## config.mk

```make
export PLATFORM = sky130hd
export DESIGN_NAME = door_actuator_sequencer_core
export DESIGN_NICKNAME = d
export VERILOG_FILES = /design/src/rtl/core/das_pkg.sv /design/src/rtl/core/door_actuator_sequencer_core.sv /design/src/rtl/core/das_front.sv /design/src/rtl/core/das_evq.sv /design/src/rtl/core/das_back.sv
export SDC_FILE = /design/constraint.sdc
export NUM_CORES = 1
export LEC_CHECK = 0
export BUFFER_PORTS_ARGS = -buffer_cell sky130_fd_sc_hd__clkbuf_2
export CAP_MARGIN = 20
export CORE_MARGIN = 2
export CORE_UTILIZATION = 45
export DETAILED_ROUTE_END_ITERATION = 10
export GPL_ROUTABILITY_DRIVEN = 0
export SLEW_MARGIN = 40
export SYNTH_ARGS = -nofsm -noshare
export SYNTH_HDL_FRONTEND = slang
export SYNTH_SLANG_ARGS = --single-unit
```

## constraint.sdc

```tcl
create_clock -name i_clk -period 3.3 [get_ports i_clk]
set_input_delay 0.165 -clock i_clk [delete_from_list [all_inputs] [get_ports i_clk]]
set_output_delay 0.165 -clock i_clk [all_outputs]
set_load 0.05 [all_outputs]
```

## src/rtl/core/das_pkg.sv

```systemverilog
// ============================================================================
// das_pkg: shared types and codes of the door actuator sequencer
// Item and result structs, event codes, door phase and lamp codes, queue sizes.
// ============================================================================
package das_pkg;

    // door phases
    localparam logic [2:0] PH_UNKNOWN = 3'd0;
    localparam logic [2:0] PH_OPENED  = 3'd1;
    localparam logic [2:0] PH_CLOSED  = 3'd2;
    localparam logic [2:0] PH_OPENING = 3'd3;
    localparam logic [2:0] PH_CLOSING = 3'd4;

    // lamp modes
    localparam logic [1:0] LAMP_OFF   = 2'd0;
    localparam logic [1:0] LAMP_ON    = 2'd1;
    localparam logic [1:0] LAMP_BLINK = 2'd2;

    // door events
    localparam logic [2:0] EV_NONE     = 3'd0;
    localparam logic [2:0] EV_OPEN     = 3'd1;
    localparam logic [2:0] EV_CLOSE    = 3'd2;
    localparam logic [2:0] EV_IS_UP    = 3'd3;
    localparam logic [2:0] EV_IS_DOWN  = 3'd4;
    localparam logic [2:0] EV_MOV_UP   = 3'd5;
    localparam logic [2:0] EV_MOV_DOWN = 3'd6;
    localparam logic [2:0] EV_TIMEOUT  = 3'd7;

    // configuration register indexes
    localparam int          CFG_IW             = 2;
    localparam logic [1:0]  CFG_MOVE_START     = 2'd0;
    localparam logic [1:0]  CFG_MOVE_FINISH    = 2'd1;
    localparam logic [15:0] MOVE_START_RESET   = 16'd30;
    localparam logic [15:0] MOVE_FINISH_RESET  = 16'd80;

    // queue sizes (depth 2, one pointer bit, count up to 2)
    localparam int        QUEUE_DEPTH = 2;
    localparam int        QUEUE_AW    = 1;
    localparam int        QUEUE_CW    = 2;
    localparam logic [1:0] QUEUE_FULL_CNT = 2'd2;

    typedef struct packed {
        logic command_level;
        logic up_sensor;
        logic down_sensor;
    } t_das_in_s;

    typedef struct packed {
        logic       push_coil;
        logic       pull_coil;
        logic [1:0] opening_lamp;
        logic [1:0] closing_lamp;
        logic [2:0] door_phase;
    } t_das_out_s;

    // events of one tick, as classified by the front part
    typedef struct packed {
        logic [2:0] cmd_ev;
        logic [2:0] sens_ev;
    } t_das_evt_s;

    // write request from the front part into the event queue
    typedef struct packed {
        logic       vld;
        t_das_evt_s evt;
    } t_das_evq_wr_s;

    // status of the event queue seen by the back part
    typedef struct packed {
        logic       vld;
        t_das_evt_s evt;
    } t_das_evq_rd_s;

endpackage

```

## src/rtl/core/door_actuator_sequencer_core.sv

```systemverilog
// ============================================================================
// door_actuator_sequencer_core: door actuator sequencer top level
// Edge classifier, event queue and door machine with its result queue.
// ============================================================================
// flow: an accepted request is written into the event queue; the door machine
//   takes it from there and writes its result into the result queue (empty low)
// throughput: one request per cycle while neither queue is full;
//   a full result queue holds the door machine until a pop has freed an entry
// reset: synchronous active-low i_rst_n clears both queues, edge history,
//   timer and phase (unknown), and loads the tick registers with 30 and 80
module door_actuator_sequencer_core (
    input  logic                       i_clk,
    input  logic                       i_rst_n,
    // configuration write port
    input  logic                       i_cfg_we,
    input  logic [das_pkg::CFG_IW-1:0] i_cfg_index,
    input  logic [15:0]                i_cfg_data,
    // sample tick requests
    input  logic                       push,
    output logic                       full,
    input  das_pkg::t_das_in_s         i_item,
    // result requests
    output logic                       empty,
    input  logic                       pop,
    output das_pkg::t_das_out_s        o_result
);

    das_pkg::t_das_evq_wr_s evq_wr;
    das_pkg::t_das_evq_rd_s evq_rd;
    logic                   evq_pop;
    logic                   accept;

    // a request is taken whenever the event queue has room
    assign accept = push && !full;

    // front part: level history and edge classification
    das_front u_front (
        .i_clk    (i_clk),
        .i_rst_n  (i_rst_n),
        .i_accept (accept),
        .i_item   (i_item),
        .o_evq_wr (evq_wr)
    );

    // short queue that decouples classification from the door machine
    das_evq u_evq (
        .i_clk   (i_clk),
        .i_rst_n (i_rst_n),
        .i_wr    (evq_wr),
        .i_rd    (evq_pop),
        .o_full  (full),
        .o_rd    (evq_rd)
    );

    // back part: timer, phase machine, coils and lamps, result queue
    das_back u_back (
        .i_clk       (i_clk),
        .i_rst_n     (i_rst_n),
        .i_cfg_we    (i_cfg_we),
        .i_cfg_index (i_cfg_index),
        .i_cfg_data  (i_cfg_data),
        .i_evq       (evq_rd),
        .o_evq_pop   (evq_pop),
        .i_pop       (pop),
        .o_empty     (empty),
        .o_result    (o_result)
    );

endmodule

```

## src/rtl/core/das_front.sv

```systemverilog
// ============================================================================
// das_front: input edge classifier
// Turns sampled levels into command and sensor events for each accepted tick.
// ============================================================================
module das_front (
    input  logic                   i_clk,
    input  logic                   i_rst_n,
    input  logic                   i_accept,
    input  das_pkg::t_das_in_s     i_item,
    output das_pkg::t_das_evq_wr_s o_evq_wr
);

    logic r_last_cmd;
    logic r_last_up;
    logic r_last_down;
    logic n_last_cmd;
    logic n_last_up;
    logic n_last_down;
    logic up_chg;
    logic down_chg;
    logic cmd_chg;

    assign cmd_chg  = i_item.command_level != r_last_cmd;
    assign up_chg   = i_item.up_sensor != r_last_up;
    assign down_chg = i_item.down_sensor != r_last_down;

    always_comb begin
        o_evq_wr.vld         = i_accept;
        o_evq_wr.evt.cmd_ev  = das_pkg::EV_NONE;
        o_evq_wr.evt.sens_ev = das_pkg::EV_NONE;
        if (cmd_chg) begin
            o_evq_wr.evt.cmd_ev = i_item.command_level ? das_pkg::EV_OPEN : das_pkg::EV_CLOSE;
        end
        // up change wins over down change
        priority if (up_chg) begin
            o_evq_wr.evt.sens_ev = i_item.up_sensor ? das_pkg::EV_IS_UP : das_pkg::EV_MOV_DOWN;
        end else if (down_chg) begin
            o_evq_wr.evt.sens_ev =
                i_item.down_sensor ? das_pkg::EV_MOV_UP : das_pkg::EV_IS_DOWN;
        end else begin
            o_evq_wr.evt.sens_ev = das_pkg::EV_NONE;
        end
    end

    always_comb begin
        n_last_cmd  = r_last_cmd;
        n_last_up   = r_last_up;
        n_last_down = r_last_down;
        if (i_accept) begin
            n_last_cmd = i_item.command_level;
            n_last_up  = i_item.up_sensor;
            // down level only tracked when up held still
            if (!up_chg) begin
                n_last_down = i_item.down_sensor;
            end
        end
    end

    always_ff @(posedge i_clk) begin
        if (!i_rst_n) begin
            r_last_cmd  <= 1'b0;
            r_last_up   <= 1'b0;
            r_last_down <= 1'b0;
        end else begin
            r_last_cmd  <= n_last_cmd;
            r_last_up   <= n_last_up;
            r_last_down <= n_last_down;
        end
    end

endmodule

```

## src/rtl/core/das_evq.sv

```systemverilog
// ============================================================================
// das_evq: event queue
// Two-entry queue of classified events between the front and back parts.
// ============================================================================
module das_evq (
    input  logic                   i_clk,
    input  logic                   i_rst_n,
    input  das_pkg::t_das_evq_wr_s i_wr,
    input  logic                   i_rd,
    output logic                   o_full,
    output das_pkg::t_das_evq_rd_s o_rd
);

    das_pkg::t_das_evt_s              r_mem [das_pkg::QUEUE_DEPTH];
    logic [das_pkg::QUEUE_AW-1:0]     r_wr_ptr;
    logic [das_pkg::QUEUE_AW-1:0]     r_rd_ptr;
    logic [das_pkg::QUEUE_CW-1:0]     r_cnt;
    logic                             do_rd;

    assign o_full   = r_cnt == das_pkg::QUEUE_FULL_CNT;
    assign o_rd.vld = r_cnt != '0;
    assign o_rd.evt = r_mem[r_rd_ptr];
    assign do_rd    = i_rd && o_rd.vld;

    always_ff @(posedge i_clk) begin
        if (i_wr.vld) begin
            r_mem[r_wr_ptr] <= i_wr.evt;
        end
    end

    always_ff @(posedge i_clk) begin
        if (!i_rst_n) begin
            r_wr_ptr <= '0;
            r_rd_ptr <= '0;
            r_cnt    <= '0;
        end else begin
            if (i_wr.vld) begin
                r_wr_ptr <= r_wr_ptr + 1'b1;
            end
            if (do_rd) begin
                r_rd_ptr <= r_rd_ptr + 1'b1;
            end
            unique case ({i_wr.vld, do_rd})
                2'b10:   r_cnt <= r_cnt + 1'b1;
                2'b01:   r_cnt <= r_cnt - 1'b1;
                default: r_cnt <= r_cnt;
            endcase
        end
    end

endmodule

```

## src/rtl/core/das_back.sv

```systemverilog
// ============================================================================
// das_back: door machine and result queue
// Runs the timeout timer and the door phase machine, queues one result per tick.
// ============================================================================
module das_back (
    input  logic                       i_clk,
    input  logic                       i_rst_n,
    input  logic                       i_cfg_we,
    input  logic [das_pkg::CFG_IW-1:0] i_cfg_index,
    input  logic [15:0]                i_cfg_data,
    input  das_pkg::t_das_evq_rd_s     i_evq,
    output logic                       o_evq_pop,
    input  logic                       i_pop,
    output logic                       o_empty,
    output das_pkg::t_das_out_s        o_result
);

    typedef struct packed {
        logic [2:0]  phase;
        logic [1:0]  coil;
        logic [3:0]  lamp;
        logic [15:0] ticks;
        logic        armed;
    } t_das_st_s;

    function automatic t_das_st_s das_handle(t_das_st_s s, logic [2:0] ev,
                                             logic [15:0] start, logic [15:0] finish);
        t_das_st_s n;
        n = s;
        unique case (s.phase)
            das_pkg::PH_UNKNOWN: begin
                if (ev == das_pkg::EV_IS_UP) begin
                    n.phase = das_pkg::PH_OPENED;
                end else if (ev == das_pkg::EV_IS_DOWN) begin
                    n.phase = das_pkg::PH_CLOSED;
                end
            end
            das_pkg::PH_CLOSED: begin
                if (ev == das_pkg::EV_OPEN) begin
                    n.coil[0]   = 1'b1;
                    n.lamp[1:0] = das_pkg::LAMP_ON;
                    n.ticks     = start;
                    n.armed     = 1'b1;
                    n.phase     = das_pkg::PH_OPENING;
                end
            end
            das_pkg::PH_OPENED: begin
                if (ev == das_pkg::EV_CLOSE) begin
                    n.coil[1]   = 1'b1;
                    n.lamp[3:2] = das_pkg::LAMP_ON;
                    n.ticks     = start;
                    n.armed     = 1'b1;
                    n.phase     = das_pkg::PH_CLOSING;
                end
            end
            das_pkg::PH_OPENING: begin
                if (ev == das_pkg::EV_MOV_UP) begin
                    n.ticks = finish;
                    n.armed = 1'b1;
                end else if (ev == das_pkg::EV_TIMEOUT) begin
                    n.coil[0]   = 1'b0;
                    n.lamp[1:0] = das_pkg::LAMP_BLINK;
                    n.phase     = das_pkg::PH_UNKNOWN;
                end else if (ev == das_pkg::EV_IS_UP) begin
                    n.coil[0]   = 1'b0;
                    n.lamp[1:0] = das_pkg::LAMP_OFF;
                    n.armed     = 1'b0;
                    n.phase     = das_pkg::PH_OPENED;
                end
            end
            das_pkg::PH_CLOSING: begin
                if (ev == das_pkg::EV_MOV_DOWN) begin
                    n.ticks = finish;
                    n.armed = 1'b1;
                end else if (ev == das_pkg::EV_TIMEOUT) begin
                    n.coil[1]   = 1'b0;
                    n.lamp[3:2] = das_pkg::LAMP_BLINK;
                    n.phase     = das_pkg::PH_UNKNOWN;
                end else if (ev == das_pkg::EV_IS_DOWN) begin
                    n.coil[1]   = 1'b0;
                    n.lamp[3:2] = das_pkg::LAMP_OFF;
                    n.armed     = 1'b0;
                    n.phase     = das_pkg::PH_CLOSED;
                end
            end
            default: begin
                n = s;
            end
        endcase
        return n;
    endfunction

    logic [15:0]                  r_move_start_ticks;
    logic [15:0]                  r_move_finish_ticks;
    t_das_st_s                    r_st;
    t_das_st_s                    st_tmr;
    t_das_st_s                    st_cmd;
    t_das_st_s                    n_st;
    das_pkg::t_das_out_s          res;
    das_pkg::t_das_out_s          r_res_mem [das_pkg::QUEUE_DEPTH];
    logic [das_pkg::QUEUE_AW-1:0] r_res_wr_ptr;
    logic [das_pkg::QUEUE_AW-1:0] r_res_rd_ptr;
    logic [das_pkg::QUEUE_CW-1:0] r_res_cnt;
    logic                         res_full;
    logic                         do_pop;

    assign res_full  = r_res_cnt == das_pkg::QUEUE_FULL_CNT;
    assign o_evq_pop = i_evq.vld && !res_full;
    assign o_empty   = r_res_cnt == '0;
    assign o_result  = r_res_mem[r_res_rd_ptr];
    assign do_pop    = i_pop && !o_empty;

    // tick order: timer, then command event, then sensor event
    always_comb begin
        st_tmr = r_st;
        if (r_st.armed) begin
            if (r_st.ticks <= 16'd1) begin
                st_tmr.ticks = '0;
                st_tmr.armed = 1'b0;
                st_tmr = das_handle(st_tmr, das_pkg::EV_TIMEOUT,
                                    r_move_start_ticks, r_move_finish_ticks);
            end else begin
                st_tmr.ticks = r_st.ticks - 16'd1;
            end
        end
        st_cmd = das_handle(st_tmr, i_evq.evt.cmd_ev, r_move_start_ticks, r_move_finish_ticks);
        n_st   = das_handle(st_cmd, i_evq.evt.sens_ev, r_move_start_ticks,
                            r_move_finish_ticks);
    end

    always_comb begin
        res.push_coil    = n_st.coil[0];
        res.pull_coil    = n_st.coil[1];
        res.opening_lamp = n_st.lamp[1:0];
        res.closing_lamp = n_st.lamp[3:2];
        res.door_phase   = n_st.phase;
    end

    always_ff @(posedge i_clk) begin
        if (o_evq_pop) begin
            r_res_mem[r_res_wr_ptr] <= res;
        end
    end

    always_ff @(posedge i_clk) begin
        if (!i_rst_n) begin
            r_move_start_ticks  <= das_pkg::MOVE_START_RESET;
            r_move_finish_ticks <= das_pkg::MOVE_FINISH_RESET;
            r_st                <= '0;
            r_res_wr_ptr        <= '0;
            r_res_rd_ptr        <= '0;
            r_res_cnt           <= '0;
        end else begin
            if (i_cfg_we && i_cfg_index == das_pkg::CFG_MOVE_START) begin
                r_move_start_ticks <= i_cfg_data;
            end
            if (i_cfg_we && i_cfg_index == das_pkg::CFG_MOVE_FINISH) begin
                r_move_finish_ticks <= i_cfg_data;
            end
            if (o_evq_pop) begin
                r_st         <= n_st;
                r_res_wr_ptr <= r_res_wr_ptr + 1'b1;
            end
            if (do_pop) begin
                r_res_rd_ptr <= r_res_rd_ptr + 1'b1;
            end
            unique case ({o_evq_pop, do_pop})
                2'b10:   r_res_cnt <= r_res_cnt + 1'b1;
                2'b01:   r_res_cnt <= r_res_cnt - 1'b1;
                default: r_res_cnt <= r_res_cnt;
            endcase
        end
    end

endmodule

```

==> flow_summary.json, run 1 <==
{
  "outcome": "finished, final reports clean",
  "synth_top_area_cell": "dfxtp_1",
  "clkSinkCount": 99,
  "rows": 40,
  "design.die.area_sq_mm": 0.0132,
  "finalWirelength_mm": 14.1,
  "p_int_mw": 3.12,
  "grt_pass1_vias": 4566,
  "p_leak_nw": 2.21,
  "syn_inst": 647,
  "met3_usage": 0.0438,
  "clock-root-buffer": "clkbuf_16",
  "start_kind": "flop",
  "cp.required_ns": 3.55,
  "min_path_type": "primary input to flop",
  "tightest_slew_ns": 0.730,
  "skew_ns": 0.00781,
  "crit_slowest_cell": "dfxtp_1",
  "max-slew-margin-rel": 0.513,
  "syn2layout_area_growth_pct": 10.9,
  "cp-end-kind": "flop",
  "synthTopCellsByCount": "112 x nand2_1, 71 x dfxtp_1, 60 x o21ai_0",
  "detail_route.vias_per_cell": 6.03,
  "regArea_sq_mm": 0.00226,
  "dr.pass1.iters": 5,
  "cts.clk_slew.worst_paths_ns": 0.07,
  "cts_buffers": 9,
  "synth_edf_count": 28,
  "dp.cells": 804,
  "hold_viol_final": 0,
  "netlist_top_cells_area": "dfxtp_1 26%, edfxtp_1 15%, nand2_1 7.6%",
  "yosysSeqAreaShare": 0.409,
  "multiInputGateArea_sq_mm": 0.00305,
  "seqPwrFrac": 0.336,
  "clock_power_share": 0.191,
  "yosysUniqueCellTypes": 74,
  "peakVddDrop_v": 0.000464,
  "cp_top_family": "compound AO/OA/AOI/OAI gates",
  "rsz0062_at_grt": "no",
  "vias": 4942,
  "combPwrFrac": 0.473,
  "cp_max_fo": 16,
  "clock_latency_ns": 0.36,
  "use_met1": 0.307,
  "layout-drive-gt1-share": 0.147,
  "synthesis.nets": 678,
  "synth_area_per_cell_sq_um": 8.55,
  "detailed_place_hpwl_mm": 10.0,
  "wl_per_cell_um": 17.2,
  "fill_cells": 1136,
  "yosysTopAreaCellShare": 0.257,
  "cts_tree": "built",
  "grt.total_usage": 0.224,
  "worstPathArrival_ns": 3.28,
  "reg2reg_slack_ns": 0.27,
  "swShare": 0.435,
  "ant_nets": 0,
  "synth.most_common_cell": "nand2_1",
  "clockBufferDepth": 2,
  "diodes": 0,
  "fin_setup_tns_ns": 0,
  "switchingPower_mw": 2.40,
  "cp_slowest_stage_delay_ns": 0.62,
  "ys.flop_type": "dfxtp_1",
  "maxCapViolCount": 0,
  "die_w_um": 115,
  "setup_viol": 0,
  "fin_crit_sh": 0.919,
  "globalRoute.busiestLayer": "met2",
  "ys_ff_latch": 99,
  "antenna_found_initial": 0,
  "ys_warn_count": 0,
  "chipHeight_um": 115,
  "pin_count": 37,
  "first_iter_violations": 399,
  "htree_levels": 3,
  "layout.cells.non_filler": 820,
  "ctsHoldBuffers": 0,
  "crit_type": "flop to flop",
  "syn-cell-area_sq_mm": 0.00553,
  "synthArstFlopShare": 0,
  "core-area_sq_mm": 0.0120,
  "critPathBufInv": 0,
  "drv_slew": 0,
  "drc": 0,
  "nNetsFinal": 699,
  "port_buffers": 36,
  "power_density_mw_per_mm2": 899,
  "finalWorstPathRequiredPeriod_ns": 3.03,
  "max_clock_freq_mhz": 330,
  "start_util": 0.461,
  "overflow": 0,
  "grt_pass1_wl_mm": 23.1,
  "met2_usage": 0.342,
  "cp_cell_sequence": "nand3b_1 > nand2_1 > a31oi_1 > a2bb2oi_1 > nand4b_2 > o31ai_1 > a21oi_1",
  "post_cts_resized": 0,
  "grt_max_degree": 44,
  "cts_setup_buffers": 0
}
[worst paths after layout]
kind,to,depth (start not counted),from
hold reg to reg,u_back.r_st[17],2,u_back.r_st[17]
setup / recovery,u_back.r_st[4],7,flop
setup reg to reg,u_back.r_st[4],7,flop
hold / removal,u_back.r_move_start_ticks[4],3,i_cfg_data[4]
[per-stage QoR]
| step | hold slack (ns) | instance area, sq um | power (mW) | setup slack (ns) | utilization |
|---|---|---|---|---|---|
| 6_report | 0.0318 | 6140 | 5.52 | 0.268 | 0.511 |
| 3_3_place_gp | 0.391 | 5830 | 4.40 | 0.466 | 0.485 |
| 2_1_floorplan | 0.289 | 5530 | 3.82 | 0.648 | - |
| 5_1_grt | 0.0526 | 6140 | 5.86 | 0.0690 | 0.511 |
| 3_5_place_dp | 0.399 | 5830 | 4.45 | 0.354 | 0.486 |
| 4_1_cts | 0.0216 | 6130 | 5.51 | 0.365 | 0.511 |
[layout by cell type, fill, tap and decap left out, types with 4 or more instances in the layout]
cell       instances
a211oi_1           4
a21boi_0          32
a21oi_1           33
a221oi_1           6
a31oi_1           18
and2_1            17
buf_4             14
clkbuf_16         10
clkbuf_2          36
dfxtp_1           71
edfxtp_1          28
ha_1               5
inv_1             14
mux2_2            11
mux2i_1            5
nand2_1          112
nand2b_1           4
nand3_1           22
nand3b_1           5
nand4_1            6
nor2_1            36
nor2b_1            8
nor3_1             4
o21ai_0           60
o21ai_1            5
o21ba_2            4
o2bb2ai_1          5
o31ai_1            6
xnor2_1           15
xor2_1             4
[state kept, by name, indices dropped and copies added (netlist names), named ones only]
register                    flops
u_back.r_move_finish_ticks     16
u_back.r_move_start_ticks      16
u_back.r_res_cnt                2
u_back.r_res_mem               18
u_back.r_res_rd_ptr             1
u_back.r_res_wr_ptr             1
u_back.r_st                    26
u_evq.r_cnt                     2
u_evq.r_mem                    10
u_evq.r_rd_ptr                  1
u_evq.r_wr_ptr                  1
u_front.r_last_cmd              1
u_front.r_last_down             1
u_front.r_last_up               1
[area by class of cell]
| type | count | area share |
|---|---|---|
| tap | 147 | 0.0300 |
| sequential | 99 | 0.369 |
| multi-input combinational | 494 | 0.497 |
| clock buffer | 13 | 0.0459 |
| clock inverter | 3 | 0.00306 |
| inverter | 14 | 0.00856 |
| timing repair buffer | 50 | 0.0465 |
[cells by family after synthesis]
kind of cell | Yosys count | share of synthesized area
flip-flops | 99 | 0.409
AND/OR/NAND/NOR | 243 | 0.221
multiplexers | 18 | 0.0382
buffers and inverters | 54 | 0.0430
AO/OA/AOI/OAI | 209 | 0.247
adder cells (fa/ha/maj) | 5 | 0.0113
XOR/XNOR | 19 | 0.0301
[worst reg2reg max path, delay by kind of cell (launching register included)]
family / cells / cell delay (ns)
and+or+nand+nor: 3 / 0.96
AOI/OAI and AO/OA: 4 / 1.34
DFF: 1 / 0.62
[layer usage]
| metal | routed length [um] | up-vias |
|---|---|---|
| li1 | - | 2393 |
| met1 | 6580 | 2362 |
| met2 | 6340 | 164 |
| met3 | 867 | 23 |
| met4 | 334 | 0 |
| met5 | 0 | - |
[power by group through the flow]
| stage | registers [mW] | logic [mW] | clock network [mW] |
|---|---|---|---|
| 3_5_place_dp | 1.87 | 2.58 | 0 |
| 5_1_grt | 1.89 | 2.84 | 1.13 |
| 4_1_cts | 1.85 | 2.59 | 1.08 |
| 6_report | 1.85 | 2.61 | 1.06 |
| 3_3_place_gp | 1.86 | 2.54 | 0 |
| 2_1_floorplan | 1.73 | 2.09 | 0 |
(Power assumes the default switching activity.)
==> inputs of run 2 (changes only) <==
==> constraint.sdc (replaced) <==
create_clock -name i_clk -period 3.7 [get_ports i_clk]
set_input_delay 0.37 -clock i_clk [delete_from_list [all_inputs] [get_ports i_clk]]
set_output_delay 0.37 -clock i_clk [all_outputs]
set_load 0.05 [all_outputs]
==> run 2 against run 1 <==
Compared with the run above: die area stayed put; clock skew hardly changed; sequential share of layout area is 0.34 points higher; flip-flop and latch count stayed put; register-to-register slack better by 0.35 ns.
==> flow_summary.json, run 2 (synthesis gave the netlist of run 1 again) <==
{
  "fin_setup_tns_ns": 0,
  "regMostFlops": "u_back.r_st",
  "crit_slowest_cell": "dfxtp_1",
  "swShare": 0.441,
  "layout_commonest_cell": "nand2_1",
  "rsz0062_at_grt": "no",
  "finalWirelength_mm": 13.9,
  "maxCapViolCount": 0,
  "max_clock_freq_mhz": 324,
  "nNetsFinal": 694,
  "p_int_mw": 2.70,
  "p_leak_nw": 2.18,
  "reg2reg_slack_ns": 0.62,
  "switchingPower_mw": 2.13,
  "cp_top_family": "compound AO/OA/AOI/OAI gates",
  "drv_slew": 0,
  "fin_crit_sh": 0.833,
  "finalWorstPathRequiredPeriod_ns": 3.08,
  "rows": 40,
  "skew_ns": 0.00774,
  "die_w_um": 115,
  "chipHeight_um": 115,
  "start_kind": "flop",
  "layout-drive-gt1-share": 0.139,
  "clkSinkCount": 99,
  "hp-start": "i_cfg_data[4]",
  "power_density_mw_per_mm2": 794,
  "max-slew-margin-rel": 0.454,
  "detailed_place_hpwl_mm": 9.94,
  "cp-end-kind": "flop",
  "clock-root-buffer": "clkbuf_16",
  "drc": 0,
  "setup.worst_path.end": "u_back.r_st[6]",
  "tightest_slew_ns": 0.816,
  "start_util": 0.461,
  "clock_power_share": 0.185,
  "rr_worst_depth": 7,
  "crit_type": "flop to flop",
  "post_cts_resized": 0,
  "cp_cell_sequence": "nand3b_1 > nand2_1 > a31oi_1 > a2bb2oi_1 > nand4b_2 > o31ai_1 > a21oi_1",
  "ctsHoldBuffers": 0,
  "first_iter_violations": 359,
  "largest_reg_flops": 26,
  "min_path_type": "primary input to flop",
  "cts_setup_buffers": 0,
  "htree_levels": 3,
  "grt_pass1_vias": 4505,
  "holdWs_ns": 0.240,
  "hold_depth": 3,
  "hold_viol_final": 0,
  "clockBufferDepth": 2,
  "cts_tree": "built",
  "top_regs": "u_back.r_st (26), u_back.r_res_mem (18)",
  "wl_per_cell_um": 17.1,
  "dr.pass1.iters": 5,
  "diodes": 0,
  "cts.clk_slew.worst_paths_ns": 0.07,
  "timing.rr.end": "u_back.r_st[6]",
  "fin_util": 0.506,
  "setup_viol": 0,
  "clock_latency_ns": 0.35,
  "cp_max_fo": 16,
  "outcome": "finished, final reports clean",
  "cp.depth": 7,
  "combPwrFrac": 0.475,
  "grt.total_usage": 0.221,
  "vias": 4918,
  "grt_max_degree": 50,
  "cp.required_ns": 3.93,
  "peakVddDrop_v": 0.000492,
  "power_mw": 4.83,
  "seqPwrFrac": 0.340,
  "final_cell_mix": "112 x nand2_1, 71 x dfxtp_1, 60 x o21ai_0",
  "cp_slowest_stage_delay_ns": 0.60,
  "port_buffers": 36,
  "grt_pass1_wl_mm": 22.9,
  "core-area_sq_mm": 0.0120,
  "ant_nets": 0,
  "antenna_found_initial": 0,
  "cts_buffers": 9,
  "design.die.area_sq_mm": 0.0132,
  "overflow": 0,
  "worstPathArrival_ns": 3.32,
  "pin_count": 37,
  "detail_route.vias_per_cell": 6.03,
  "critPathBufInv": 0,
  "syn2layout_area_growth_pct": 9.90,
  "fill_cells": 1147
}
run 2: cell types whose count changed in the layout (fill, tap and decap cells not counted):
| cell | previous run | this run |
|---|---|---|
| buf_4 | 14 | 9 |
| nor2_2 | 1 | 0 |
| clkbuf_16 | 10 | 9 |
| inv_4 | 0 | 1 |
| nor2_1 | 36 | 37 |
| clkbuf_2 | 36 | 35 |
| clkbuf_4 | 0 | 1 |
run 2: worst reg2reg max path, cell delays in order, from the launching register on:
cell	delay [ns]
dfxtp_1	0.60
nand3b_1	0.24
nand2_1	0.20
a31oi_1	0.48
a2bb2oi_1	0.33
nand4b_2	0.54
o31ai_1	0.46
a21oi_1	0.11
run 2: layout make-up:
class                      count  area, sq um  share of cell area
multi-input combinational    494         3050               0.502
sequential                    99         2260               0.372
clock buffer                  12          256              0.0422
timing repair buffer          45          250              0.0412
tap                          147          184              0.0302
inverter                      14         52.6             0.00864
clock inverter                 4         25.0             0.00412
run 2: worst min path at each step:
stage / end / slack (ns)
5_1_grt: u_back.r_move_start_ticks[4] / 0.25
4_1_cts: u_back.r_move_finish_ticks[4] / 0.23
2_1_floorplan: u_back.r_st[17] / 0.43
3_3_place_gp: u_back.r_st[17] / 0.45
6_report: u_back.r_move_finish_ticks[4] / 0.24
3_5_place_dp: u_back.r_st[21] / 0.46
run 2: metal layers:
metal	share of wire	track usage	vias to the layer above
li1	-	-	2381
met1	0.47	0.305	2333
met2	0.44	0.336	171
met3	0.063	0.0501	33
met4	0.023	0.0876	0
met5	0	0	-
run 2: power groups by stage:
stage	clock network [mW]	logic (mW)	registers (mW)
3_5_place_dp	0	2.26	1.66
4_1_cts	0.917	2.27	1.64
2_1_floorplan	0	1.87	1.54
5_1_grt	0.959	2.51	1.67
3_3_place_gp	0	2.23	1.65
6_report	0.895	2.29	1.64
run 2: stage by stage:
step | cell area, sq um | setup WS [ns] | cells
global placement | 5790 | 0.833 | 799
floorplan | 5530 | 1.05 | 647
global route | 6080 | 0.419 | 815
detailed placement | 5800 | 0.714 | 799
CTS | 6080 | 0.713 | 815
finish | 6080 | 0.617 | 815
